$ cat config.mk
export PLATFORM = sky130hd
export DESIGN_NAME = sorted_index_table_engine_flat
export DESIGN_NICKNAME = d
export VERILOG_FILES = /design/src/sit_pkg.sv /design/src/sit_if.sv /design/src/sit_cell.sv /design/src/sit_seq.sv /design/src/sorted_index_table_engine.sv /design/src/flat_wrapper.sv
export SDC_FILE = /design/constraint.sdc
export NUM_CORES = 2
export LEC_CHECK = 0
export BUFFER_PORTS_ARGS = -buffer_cell sky130_fd_sc_hd__buf_2
export CORE_ASPECT_RATIO = 0.9
export CORE_MARGIN = 1
export CORE_UTILIZATION = 45
export DETAILED_ROUTE_END_ITERATION = 7
export GPL_TIMING_DRIVEN = 0
export PLACE_DENSITY = 0.6
export SLEW_MARGIN = 5
export SYNTH_ARGS = -nofsm -noshare
export SYNTH_HDL_FRONTEND = slang
export SYNTH_HIERARCHICAL = 1
export SYNTH_SLANG_ARGS = --single-unit
export TNS_END_PERCENT = 100
$ cat constraint.sdc
create_clock -name clk_i -period 78.1 [get_ports clk_i]
set_input_delay 15.62 -clock clk_i [delete_from_list [all_inputs] [get_ports clk_i]]
set_output_delay 15.62 -clock clk_i [all_outputs]
set_load 0.02 [all_outputs]
$ cat src/sit_pkg.sv
// shared types, constants and helpers of the sorted index table engine
`default_nettype none

package sit_pkg;

  localparam int ENTRIES  = 64;
  localparam int KEY_BITS = 31;
  localparam int SLOT_W   = (ENTRIES > 1) ? $clog2(ENTRIES) : 1;
  localparam int CNT_W    = $clog2(ENTRIES + 1);

  typedef enum logic [1:0] {
    ACT_INSERT  = 2'd0,
    ACT_DELETE  = 2'd1,
    ACT_LIST    = 2'd2,
    ACT_COMPACT = 2'd3
  } action_e;

  typedef enum logic [2:0] {
    ST_INSERTED   = 3'd0,
    ST_PRESENT    = 3'd1,
    ST_DELETED    = 3'd2,
    ST_NOT_FOUND  = 3'd3,
    ST_FULL       = 3'd4,
    ST_LIST_ENTRY = 3'd5,
    ST_LIST_EMPTY = 3'd6,
    ST_COMPACTED  = 3'd7
  } status_e;

  // what every cell of the chain does in a cycle
  typedef enum logic [1:0] {
    CM_HOLD,
    CM_ROTATE,
    CM_SWAP,
    CM_FIX
  } cell_mode_e;

  typedef enum logic [2:0] {
    SQ_IDLE,
    SQ_PASS,
    SQ_SORT,
    SQ_FIX,
    SQ_RESP
  } seq_state_e;

  typedef struct packed {
    cell_mode_e mode;
    logic       phase;
  } cell_ctl_t;

  // one index entry: occupied, deleted mark, data slot and key
  typedef struct packed {
    logic                vld;
    logic                del;
    logic [SLOT_W-1:0]   slot;
    logic [KEY_BITS-1:0] key;
  } entry_t;

  localparam entry_t ENT_DEAD = '{vld: 1'b0, del: 1'b0, slot: '0, key: '0};
  localparam entry_t ENT_LIVE = '{vld: 1'b1, del: 1'b0, slot: '0, key: '0};

  // free or deleted entries sink to the top of the chain during compaction
  function automatic logic is_dead(entry_t e);
    return !e.vld || e.del;
  endfunction

endpackage

`default_nettype wire

$ cat src/sit_if.sv
// valid/ready channel interfaces for the request and result streams
`default_nettype none

interface sit_in_if;
  logic                          valid;
  logic                          ready;
  logic [1:0]                    action;
  logic [sit_pkg::KEY_BITS-1:0]  key;

  modport source (output valid, output action, output key, input ready);
  modport sink   (input valid, input action, input key, output ready);
endinterface

interface sit_out_if;
  logic                          valid;
  logic                          ready;
  logic [2:0]                    status;
  logic [sit_pkg::KEY_BITS-1:0]  found_key;
  logic [sit_pkg::SLOT_W-1:0]    slot;
  logic [sit_pkg::CNT_W-1:0]     entry_total;
  logic                          last;

  modport source (output valid, output status, output found_key, output slot,
                  output entry_total, output last, input ready);
  modport sink   (input valid, input status, input found_key, input slot,
                  input entry_total, input last, output ready);
endinterface

`default_nettype wire

$ cat src/sit_cell.sv
// one storage cell of the index chain: rotate, odd-even swap or compaction fix-up
`default_nettype none

module sit_cell (
  input  logic               clk_i,
  input  logic               rst_ni,
  input  sit_pkg::cell_ctl_t ctl_i,
  input  logic [sit_pkg::SLOT_W-1:0] idx_i,
  input  sit_pkg::entry_t    left_i,
  input  sit_pkg::entry_t    right_i,
  output sit_pkg::entry_t    ent_o
);

  logic                          vld_q;
  logic                          del_q;
  logic [sit_pkg::SLOT_W-1:0]    slot_q;
  logic [sit_pkg::KEY_BITS-1:0]  key_q;
  sit_pkg::entry_t               ent_q;
  sit_pkg::entry_t               ent_d;
  logic                          pair_left;
  logic                          take_right;
  logic                          take_left;

  assign ent_q = '{vld: vld_q, del: del_q, slot: slot_q, key: key_q};
  assign ent_o = ent_q;

  // rotate, fix-up, or swap a dead and a live entry in the phase's pair
  always_comb begin
    pair_left  = (idx_i[0] == ctl_i.phase);
    take_right = pair_left && sit_pkg::is_dead(ent_q) && !sit_pkg::is_dead(right_i);
    take_left  = !pair_left && sit_pkg::is_dead(left_i) && !sit_pkg::is_dead(ent_q);
    ent_d      = ent_q;
    case (ctl_i.mode)
      sit_pkg::CM_ROTATE: begin
        ent_d = right_i;
      end
      sit_pkg::CM_SWAP: begin
        if (take_right) begin
          ent_d = right_i;
        end else if (take_left) begin
          ent_d = left_i;
        end
      end
      sit_pkg::CM_FIX: begin
        ent_d.vld  = ent_q.vld && !ent_q.del;
        ent_d.del  = 1'b0;
        ent_d.slot = idx_i;
      end
      default: begin
        ent_d = ent_q;
      end
    endcase
  end

  // occupancy and deleted flags
  always_ff @(posedge clk_i or negedge rst_ni) begin
    if (!rst_ni) begin
      vld_q <= 1'b0;
      del_q <= 1'b0;
    end else begin
      vld_q <= ent_d.vld;
      del_q <= ent_d.del;
    end
  end

  // key and slot payload
  always_ff @(posedge clk_i) begin
    slot_q <= ent_d.slot;
    key_q  <= ent_d.key;
  end

endmodule

`default_nettype wire

$ cat src/sit_seq.sv
// sequencer: pass control, stream edits at the chain head and the result register
`default_nettype none

module sit_seq (
  input  logic               clk_i,
  input  logic               rst_ni,
  sit_in_if.sink             in_i,
  sit_out_if.source          out_o,
  input  sit_pkg::entry_t    head_i,
  output sit_pkg::entry_t    tail_o,
  output sit_pkg::cell_ctl_t ctl_o
);

  sit_pkg::seq_state_e           state_q, state_d;
  sit_pkg::action_e              act_q, act_d;
  logic [sit_pkg::KEY_BITS-1:0]  key_q, key_d;
  logic [sit_pkg::CNT_W-1:0]     cnt_q, cnt_d;
  logic [sit_pkg::CNT_W-1:0]     count_q, count_d;
  logic [sit_pkg::CNT_W-1:0]     live_q, live_d;
  sit_pkg::entry_t               carry_q, carry_d;
  logic                          ins_q, ins_d;
  logic                          hit_q, hit_d;
  logic                          hit_del_q, hit_del_d;
  logic [sit_pkg::SLOT_W-1:0]    hit_slot_q, hit_slot_d;
  sit_pkg::entry_t               pend_q, pend_d;
  logic                          pend_vld_q, pend_vld_d;

  logic                          o_vld_q, o_vld_d;
  sit_pkg::status_e              o_status_q, res_status;
  logic [sit_pkg::KEY_BITS-1:0]  o_key_q, res_key;
  logic [sit_pkg::SLOT_W-1:0]    o_slot_q, res_slot;
  logic [sit_pkg::CNT_W-1:0]     o_total_q, res_total;
  logic                          o_last_q, res_last;

  logic                          pass_end;
  logic                          can_push;
  logic                          push;
  logic                          step;
  logic                          full;
  sit_pkg::entry_t               new_ent;

  assign pass_end = (cnt_q == sit_pkg::CNT_W'(sit_pkg::ENTRIES));
  assign can_push = !o_vld_q || out_o.ready;
  assign full     = (count_q == sit_pkg::CNT_W'(sit_pkg::ENTRIES));
  assign new_ent  = '{vld: 1'b1, del: 1'b0, slot: count_q[sit_pkg::SLOT_W-1:0], key: key_q};

  assign in_i.ready        = (state_q == sit_pkg::SQ_IDLE);
  assign out_o.valid       = o_vld_q;
  assign out_o.status      = o_status_q;
  assign out_o.found_key   = o_key_q;
  assign out_o.slot        = o_slot_q;
  assign out_o.entry_total = o_total_q;
  assign out_o.last        = o_last_q;

  // next state
  always_comb begin
    state_d = state_q;
    case (state_q)
      sit_pkg::SQ_IDLE: begin
        if (in_i.valid) begin
          if (sit_pkg::action_e'(in_i.action) == sit_pkg::ACT_COMPACT) begin
            state_d = sit_pkg::SQ_SORT;
          end else begin
            state_d = sit_pkg::SQ_PASS;
          end
        end
      end
      sit_pkg::SQ_PASS: begin
        if (pass_end) state_d = sit_pkg::SQ_RESP;
      end
      sit_pkg::SQ_SORT: begin
        if (pass_end) state_d = sit_pkg::SQ_FIX;
      end
      sit_pkg::SQ_FIX: begin
        state_d = sit_pkg::SQ_RESP;
      end
      sit_pkg::SQ_RESP: begin
        if (can_push) state_d = sit_pkg::SQ_IDLE;
      end
      default: begin
        state_d = sit_pkg::SQ_IDLE;
      end
    endcase
  end

  // datapath and chain control per state
  always_comb begin
    act_d      = act_q;
    key_d      = key_q;
    cnt_d      = cnt_q;
    count_d    = count_q;
    live_d     = live_q;
    carry_d    = carry_q;
    ins_d      = ins_q;
    hit_d      = hit_q;
    hit_del_d  = hit_del_q;
    hit_slot_d = hit_slot_q;
    pend_d     = pend_q;
    pend_vld_d = pend_vld_q;
    ctl_o      = '{mode: sit_pkg::CM_HOLD, phase: cnt_q[0]};
    tail_o     = head_i;
    step       = 1'b0;
    push       = 1'b0;
    res_status = sit_pkg::ST_NOT_FOUND;
    res_key    = key_q;
    res_slot   = '0;
    res_total  = count_q;
    res_last   = 1'b1;

    case (state_q)
      sit_pkg::SQ_IDLE: begin
        if (in_i.valid) begin
          act_d      = sit_pkg::action_e'(in_i.action);
          key_d      = in_i.key;
          cnt_d      = '0;
          ins_d      = 1'b0;
          hit_d      = 1'b0;
          hit_del_d  = 1'b0;
          pend_vld_d = 1'b0;
        end
      end

      // one full rotation; entries leave at the head and re-enter at the tail
      sit_pkg::SQ_PASS: begin
        if (!pass_end) begin
          step = 1'b1;
          case (act_q)
            sit_pkg::ACT_INSERT: begin
              if (ins_q) begin
                tail_o  = carry_q;
                carry_d = head_i;
              end else if (head_i.vld && head_i.key == key_q) begin
                hit_d      = 1'b1;
                hit_slot_d = head_i.slot;
              end else if (!full && !hit_q && (!head_i.vld || head_i.key > key_q)) begin
                tail_o  = new_ent;
                carry_d = head_i;
                ins_d   = 1'b1;
              end
            end
            sit_pkg::ACT_DELETE: begin
              if (head_i.vld && head_i.key == key_q) begin
                hit_d      = 1'b1;
                hit_slot_d = head_i.slot;
                hit_del_d  = head_i.del;
                tail_o.del = 1'b1;
              end
            end
            sit_pkg::ACT_LIST: begin
              if (head_i.vld && !head_i.del) begin
                if (pend_vld_q) begin
                  if (can_push) begin
                    push       = 1'b1;
                    res_status = sit_pkg::ST_LIST_ENTRY;
                    res_key    = pend_q.key;
                    res_slot   = pend_q.slot;
                    res_last   = 1'b0;
                  end else begin
                    step = 1'b0;
                  end
                end
                if (step) begin
                  pend_d     = head_i;
                  pend_vld_d = 1'b1;
                end
              end
            end
            default: begin
            end
          endcase
          if (step) begin
            ctl_o.mode = sit_pkg::CM_ROTATE;
            cnt_d      = cnt_q + sit_pkg::CNT_W'(1);
          end
        end
      end

      // odd-even transposition moves dead entries above the live ones
      sit_pkg::SQ_SORT: begin
        if (!pass_end) begin
          ctl_o.mode = sit_pkg::CM_SWAP;
          cnt_d      = cnt_q + sit_pkg::CNT_W'(1);
        end
      end

      sit_pkg::SQ_FIX: begin
        ctl_o.mode = sit_pkg::CM_FIX;
      end

      sit_pkg::SQ_RESP: begin
        if (can_push) begin
          push = 1'b1;
          case (act_q)
            sit_pkg::ACT_INSERT: begin
              if (hit_q) begin
                res_status = sit_pkg::ST_PRESENT;
                res_slot   = hit_slot_q;
              end else if (full) begin
                res_status = sit_pkg::ST_FULL;
              end else begin
                res_status = sit_pkg::ST_INSERTED;
                res_slot   = count_q[sit_pkg::SLOT_W-1:0];
                res_total  = count_q + sit_pkg::CNT_W'(1);
                count_d    = count_q + sit_pkg::CNT_W'(1);
                live_d     = live_q + sit_pkg::CNT_W'(1);
              end
            end
            sit_pkg::ACT_DELETE: begin
              if (hit_q && !hit_del_q) begin
                res_status = sit_pkg::ST_DELETED;
                res_slot   = hit_slot_q;
                live_d     = live_q - sit_pkg::CNT_W'(1);
              end
            end
            sit_pkg::ACT_LIST: begin
              if (pend_vld_q) begin
                res_status = sit_pkg::ST_LIST_ENTRY;
                res_key    = pend_q.key;
                res_slot   = pend_q.slot;
              end else begin
                res_status = sit_pkg::ST_LIST_EMPTY;
                res_key    = '0;
              end
            end
            default: begin
              res_status = sit_pkg::ST_COMPACTED;
              res_key    = '0;
              res_total  = live_q;
              count_d    = live_q;
            end
          endcase
        end
      end

      default: begin
      end
    endcase
  end

  // result register empties on a transfer and refills on a push
  always_comb begin
    if (push) begin
      o_vld_d = 1'b1;
    end else if (out_o.ready) begin
      o_vld_d = 1'b0;
    end else begin
      o_vld_d = o_vld_q;
    end
  end

  // control registers
  always_ff @(posedge clk_i or negedge rst_ni) begin
    if (!rst_ni) begin
      state_q    <= sit_pkg::SQ_IDLE;
      cnt_q      <= '0;
      count_q    <= '0;
      live_q     <= '0;
      ins_q      <= 1'b0;
      hit_q      <= 1'b0;
      hit_del_q  <= 1'b0;
      pend_vld_q <= 1'b0;
      o_vld_q    <= 1'b0;
    end else begin
      state_q    <= state_d;
      cnt_q      <= cnt_d;
      count_q    <= count_d;
      live_q     <= live_d;
      ins_q      <= ins_d;
      hit_q      <= hit_d;
      hit_del_q  <= hit_del_d;
      pend_vld_q <= pend_vld_d;
      o_vld_q    <= o_vld_d;
    end
  end

  // payload registers
  always_ff @(posedge clk_i) begin
    act_q      <= act_d;
    key_q      <= key_d;
    carry_q    <= carry_d;
    hit_slot_q <= hit_slot_d;
    pend_q     <= pend_d;
    if (push) begin
      o_status_q <= res_status;
      o_key_q    <= res_key;
      o_slot_q   <= res_slot;
      o_total_q  <= res_total;
      o_last_q   <= res_last;
    end
  end

endmodule

`default_nettype wire

$ cat src/sorted_index_table_engine.sv
// top level: sorted index kept in a chain of cells that rotates through one head
// results: insert, delete and compact each give one result after their pass over the chain;
//   list gives one per live entry or one if none, last flagged, holds the rotation on a stall
// pacing: a new request is taken only after the previous result is pushed, as each one
//   takes one full rotation, or one odd-even sort sweep and a fix-up, over the cell chain
// reset: entry count, live count and all occupancy and deleted flags clear at once;
//   keys and slots stay unset, there is no clearing pass
`default_nettype none

module sorted_index_table_engine (
  input  logic       clk_i,
  input  logic       rst_ni,
  sit_in_if.sink     in_i,
  sit_out_if.source  out_o
);

  sit_pkg::entry_t    ent [sit_pkg::ENTRIES];
  sit_pkg::entry_t    tail;
  sit_pkg::entry_t    last_right;
  sit_pkg::cell_ctl_t ctl;

  // sequencer works on the head cell and feeds the tail cell
  sit_seq u_seq (
    .clk_i  (clk_i),
    .rst_ni (rst_ni),
    .in_i   (in_i),
    .out_o  (out_o),
    .head_i (ent[0]),
    .tail_o (tail),
    .ctl_o  (ctl)
  );

  // the tail cell sees the sequencer stream only while rotating
  assign last_right = (ctl.mode == sit_pkg::CM_ROTATE) ? tail : sit_pkg::ENT_DEAD;

  // cell chain
  for (genvar gi = 0; gi < sit_pkg::ENTRIES; gi++) begin : g_cell
    sit_pkg::entry_t left_w;
    sit_pkg::entry_t right_w;

    if (gi == 0) begin : g_first
      assign left_w = sit_pkg::ENT_LIVE;
    end else begin : g_mid_l
      assign left_w = ent[gi-1];
    end

    if (gi == sit_pkg::ENTRIES - 1) begin : g_last
      assign right_w = last_right;
    end else begin : g_mid_r
      assign right_w = ent[gi+1];
    end

    sit_cell u_cell (
      .clk_i   (clk_i),
      .rst_ni  (rst_ni),
      .ctl_i   (ctl),
      .idx_i   (sit_pkg::SLOT_W'(gi)),
      .left_i  (left_w),
      .right_i (right_w),
      .ent_o   (ent[gi])
    );
  end

  // a transfer in starts work, so the next cycle takes nothing
  a_busy_after_accept: assert property (@(posedge clk_i) disable iff (!rst_ni)
    (in_i.valid && in_i.ready) |=> !in_i.ready)
    else $error("input taken while an item is still in progress");

  // the chain stands still whenever the block waits for input
  a_chain_quiet_idle: assert property (@(posedge clk_i) disable iff (!rst_ni)
    in_i.ready |-> (ctl.mode == sit_pkg::CM_HOLD))
    else $error("cell chain moves while idle");

  // only list entries can be followed by more results
  a_single_result: assert property (@(posedge clk_i) disable iff (!rst_ni)
    (out_o.valid && (out_o.status != sit_pkg::ST_LIST_ENTRY)) |-> out_o.last)
    else $error("single-result action without last flag");

  // at rest the occupied entries sit at the bottom of the chain
  a_packed_at_rest: assert property (@(posedge clk_i) disable iff (!rst_ni)
    (in_i.ready && ent[1].vld) |-> ent[0].vld)
    else $error("index entries not packed from the head");

endmodule

`default_nettype wire
$ cat src/flat_wrapper.sv
// flat-port wrapper written by rule: the top's interface ports become plain ports
module sorted_index_table_engine_flat 
  (clk_i, rst_ni, in_i_valid, in_i_action, in_i_key, in_i_ready, out_o_valid, out_o_status, out_o_found_key, out_o_slot, out_o_entry_total, out_o_last, out_o_ready);
  sit_in_if in_i_i ();
  sit_out_if out_o_i ();
  input  logic clk_i;
  input  logic rst_ni;
  input wire logic [$bits(in_i_i.valid)-1:0] in_i_valid;
  input wire logic [$bits(in_i_i.action)-1:0] in_i_action;
  input wire logic [$bits(in_i_i.key)-1:0] in_i_key;
  output wire logic [$bits(in_i_i.ready)-1:0] in_i_ready;
  output wire logic [$bits(out_o_i.valid)-1:0] out_o_valid;
  output wire logic [$bits(out_o_i.status)-1:0] out_o_status;
  output wire logic [$bits(out_o_i.found_key)-1:0] out_o_found_key;
  output wire logic [$bits(out_o_i.slot)-1:0] out_o_slot;
  output wire logic [$bits(out_o_i.entry_total)-1:0] out_o_entry_total;
  output wire logic [$bits(out_o_i.last)-1:0] out_o_last;
  input wire logic [$bits(out_o_i.ready)-1:0] out_o_ready;
  assign in_i_i.valid = in_i_valid;
  assign in_i_i.action = in_i_action;
  assign in_i_i.key = in_i_key;
  assign in_i_ready = in_i_i.ready;
  assign out_o_valid = out_o_i.valid;
  assign out_o_status = out_o_i.status;
  assign out_o_found_key = out_o_i.found_key;
  assign out_o_slot = out_o_i.slot;
  assign out_o_entry_total = out_o_i.entry_total;
  assign out_o_last = out_o_i.last;
  assign out_o_i.ready = out_o_ready;
  sorted_index_table_engine u_core (.clk_i(clk_i), .rst_ni(rst_ni), .in_i(in_i_i), .out_o(out_o_i));
endmodule
==> results by stage <==
Floorplanning:
- In this run the vertical extent of the chip is 523 um.
- The floorplan step set the die width to 581 um.
- The floorplan core area is 299000 sq um.
- The die covers 304000 sq um.
- The number of I/O pins is 87.
- Once the floorplan was initialized, standard cells occupied 45.4% of the core.
- The floorplan has 190 rows.

Flow run:
- The tool flagged a number of max-cap violations equal to 0.

STA:
- The final max-slew violation count is 0.
- Summed over all failing endpoints, the final setup total negative slack is 0 ns.
- The headroom to the max-slew limit is between 40% and 50%.
- The minimum clock period is 19.14 ns.
- Across the routed clock network, the largest skew measured is 0.0360 ns.
- The period utilization is 24.5%.
- The hold violation total from the final report came to 0.
- The highest achievable clock rate is 52.2 MHz.
- Setup repair after global routing left no endpoint under its margin.
- Setup violations remaining at the end of the flow were counted as 0.
- The pin slew with the least headroom to its limit is just under 0.9 ns.

Synthesis:
- After synthesis, the cell types taking the most area are edfxtp_1 56%, mux2_4 21%, dfrtp_1 2.9%, buf_12 2.8%, a22oi_1 2.5%.
- Among all cell types in the netlist, the one instantiated most often is edfxtp_1.
- The most instantiated flip-flop cell in the synthesis netlist is edfxtp_1.
- The number of warnings issued by yosys is 6.
- After synthesis, the netlist uses 71 different library cells.
- Synthesis inferred 2688 register bits.
- The synthesized design contains around 2500 enable-type register cells.
- The part of the Yosys area used for sequential elements is 58.9%.
- The cell type with the highest aggregate area in the netlist is edfxtp_1.
- Each instance of the synthesized netlist takes up on average 16.7 sq um.
- The share of the synthesized area in the top cell type is approximately 56%.
- The synthesized netlist cell count is 8113.
- After synthesis the cells add up to between 100000 and 150000 sq um.
- The async set-or-reset flop fraction in the synthesized netlist is 5.84%.
- Counting instances in the post-synthesis netlist gives the leading cell types as 2531 x edfxtp_1, 1890 x mux2_4, 509 x o21ai_0, 450 x a22oi_1, 419 x nand2_1.

Finish:
- The number of fillers in the final layout is 24360.
- The final layout contains 9188 nets.
- The fraction of final layout cells sized beyond drive strength 1 is 37.0%.
- Compared with the post-synthesis result, the final layout area differs by 14.2%.
- Once layout is done, the placed cells without fillers occupy 155000 sq um.

Clock tree:
- The count of instances resized after the clock tree is built is 0.
- The clock sink count is 2688.
- The maximum clock insertion buffer count is 4.
- The number of buffers created by CTS is 294.
- In this run the number of H-tree levels came out at 5.
- At the later pin of the worst-skew pair, clock insertion delay measures ~0.85 ns.
- The CTS tree is built.
- The library cell used as clock root buffer is clkbuf_16.
- After clock tree synthesis, the flow added hold-fix buffers numbering 0.
- Clock-pin slew was measured on the worst setup and hold paths at 0.06 ns.
- In this run the post-CTS setup repair buffer count came out at 0.

Setup path:
- The number of buffer and inverter instances along the worst setup path is 8.
- Counting stages on the worst path, the most repeated cell is buf_12.
- The maximum fanout along the worst path is 23.
- The kind of cell with the highest combined delay along the critical path is buffers and inverters.
- The standard cell with the maximum stage delay on the critical path is a21boi_4.
- The worst setup path is captured at a register.
- The critical path goes through buf_2 > nor2b_1 > a22oi_1 > nor2_1 > nor2_4 > buf_12 > buf_12 > buf_12 > buf_12 > buf_12 > clkbuf_1 > a21o_1 > a21boi_4 > buf_12.
- The arrival time of the worst setup path is between 15 and 20 ns.
- The maximum single-stage delay on the critical path is 0.52 ns.
- The kind of launch point of the worst setup path is a primary input.
- The worst setup path is of the in -> reg kind.
- The required time at the worst-slack endpoint is just under 80 ns.

Global route:
- Entering global routing, the biggest net connects just under 80 pins.
- The met2 track demand over resource in global routing is a little under a third.
- The global-route layer with the greatest usage is met2.
- The first global-routing pass estimated ~450000 um of wire.
- The routing usage on met1 is 27.4%.
- The via count of the first global-routing pass is just over 70000.
- For met3 alone, demand over resource in global routing was about 2.1%.
- In the global route stage, overall resource usage came out at 18.9%.
- The number of antenna violations at the first check in global routing is 1.
- The aggregate global routing overflow is 0.

Routing:
- The detail route stage leaves a number of antenna-violating nets equal to 0.
- The violation count after the first detailed-routing iteration is 5148.
- The final layout contains routed wiring with a total length of about 300000 um.
- In the routed layout, each cell is associated on average with a via count of 5.32.
- The via total after detailed routing is 70515.
- The wire length per cell after detailed routing is around 22 um.
- The post-detailed-route DRC marker count is 0.
- The first detailed-routing pass took 6 iterations.

Min path:
- The path class of the tightest hold or removal check is reg -> reg.

Status:
- The run finished with clean final reports.

Placed design:
- Once placement finished, the instance area stood at 146000 sq um.
- The HPWL reported at the end of detailed placement is 221000 um.
- The number of buffer cells added on primary ports is between 80 and 90.
- The routability congestion estimate is 0.838.

Pwr:
- Across the VDD grid, the largest voltage drop is 0.0373 mV.
- The analysis attributes to cell leakage a power of 57.9 nW.
- The power per cell area is roughly 50 nW/um^2.
-- worst paths after layout --
check / end / start / cells after the start / slack [ns]
worst min register to register: u_core/u_seq/live_q[6] / u_core/u_seq/live_q[6] / 1 / 0.48
min in group asynchronous: u_core/u_seq/cnt_q[4] / rst_ni / 1 / 14.58
worst max-delay path: u_core/g_cell[31].u_cell/key_q[24] / out_o_ready / 14 / 58.96
worst max register to register: u_core/g_cell[31].u_cell/key_q[24] / u_core/u_seq/cnt_q[0] / 26 / 71.21
worst min-delay path: u_core/u_seq/live_q[6] / u_core/u_seq/live_q[6] / 1 / 0.48
max in group asynchronous: u_core/g_cell[30].u_cell/del_q / rst_ni / 2 / 62.61
-- power by group --
| part | internal [mW] | switching, mW | total (mW) |
|---|---|---|---|
| Combinational | 1.66 | 1.46 | 3.12 |
| Clock | 0.797 | 0.561 | 1.36 |
| Sequential | 2.66 | 0.533 | 3.20 |
| Total | 5.12 | 2.56 | 7.68 |
-- routing by layer --
| layer | part of all wire [%] | wire (um) | vias up |
|---|---|---|---|
| met5 | 0 | 0 | - |
| met1 | 47 | 140000 | 35466 |
| met3 | 4.2 | 12400 | 432 |
| met2 | 46 | 134000 | 1639 |
| li1 | - | - | 32978 |
| met4 | 2.8 | 8200 | 0 |
-- state kept, by name, summed over array words and instances (netlist names), 31 cells and up --
signal	count
u_core/g_cell.u_cell/del_q	64
u_core/g_cell.u_cell/key_q	1984
u_core/g_cell.u_cell/slot_q	384
u_core/g_cell.u_cell/vld_q	64
u_core/u_seq/carry_q	39
u_core/u_seq/key_q	31
u_core/u_seq/out_o.found_key	31
u_core/u_seq/pend_q	37
-- placed cells by master (no fill, tap or decap), types with 83 or more instances in the layout --
master     netlist  routed
nor2_1         134     133
buf_4          132     158
clkbuf_1        95     165
dfrtp_1        157     157
buf_12         189     259
inv_1          119     119
a22oi_1        450     450
buf_6           70      83
edfxtp_1      2531    2531
nand2_1        419     418
a22o_1         101     101
clkbuf_16        0     304
mux2_2         283     283
buf_2           20     105
mux2_4        1890    1890
conb_1           2     489
o21ai_0        509     509
-- per-stage QoR --
| step | hold slack (ns) | util, % | cells | power [mW] | setup slack [ns] |
|---|---|---|---|---|---|
| 3_3_place_gp | 0.474 | 47.8 | 12622 | 6.36 | 16.35 |
| 4_1_cts | 0.489 | 51.8 | 13255 | 7.73 | 59.04 |
| 6_report | 0.482 | 51.8 | 13259 | 7.68 | 58.96 |
| 3_5_place_dp | 0.478 | 48.7 | 12742 | 6.34 | 58.14 |
| 5_1_grt | 0.498 | 51.8 | 13258 | 8.05 | 58.84 |
| 2_1_floorplan | 0.442 | - | 8600 | 5.54 | 46.48 |
-- cell families (layout without fill, tap and decap cells) --
group,after synthesis,after routing,synth area share (%)
other,2,493,0.00553
AND/OR/NAND/NOR,1050,1050,4.05
AO/OA/AOI/OAI,1436,1436,7.72
flip-flops,2688,2688,58.9
multiplexers,2183,2183,23.3
XOR/XNOR,73,73,0.819
adder cells (fa/ha/maj),49,49,0.457
buffers and inverters,632,1351,4.78
-- final cells by class --
| class | count | area (sq um) | share of cell area, % |
|---|---|---|---|
| multi-input cells | 5280 | 52000 | 33.5 |
| clock buffers | 377 | 7910 | 5.10 |
| diodes | 4 | 10.0 | 0.00646 |
| inverters | 121 | 454 | 0.293 |
| repair buffers | 206 | 2450 | 1.58 |
| flip-flops and latches | 2688 | 79900 | 51.6 |
| plain buffers | 511 | 6050 | 3.90 |
| well taps | 3936 | 4920 | 3.18 |
| clock inverters | 136 | 1330 | 0.858 |
Power figures use the tool's default switching activity.
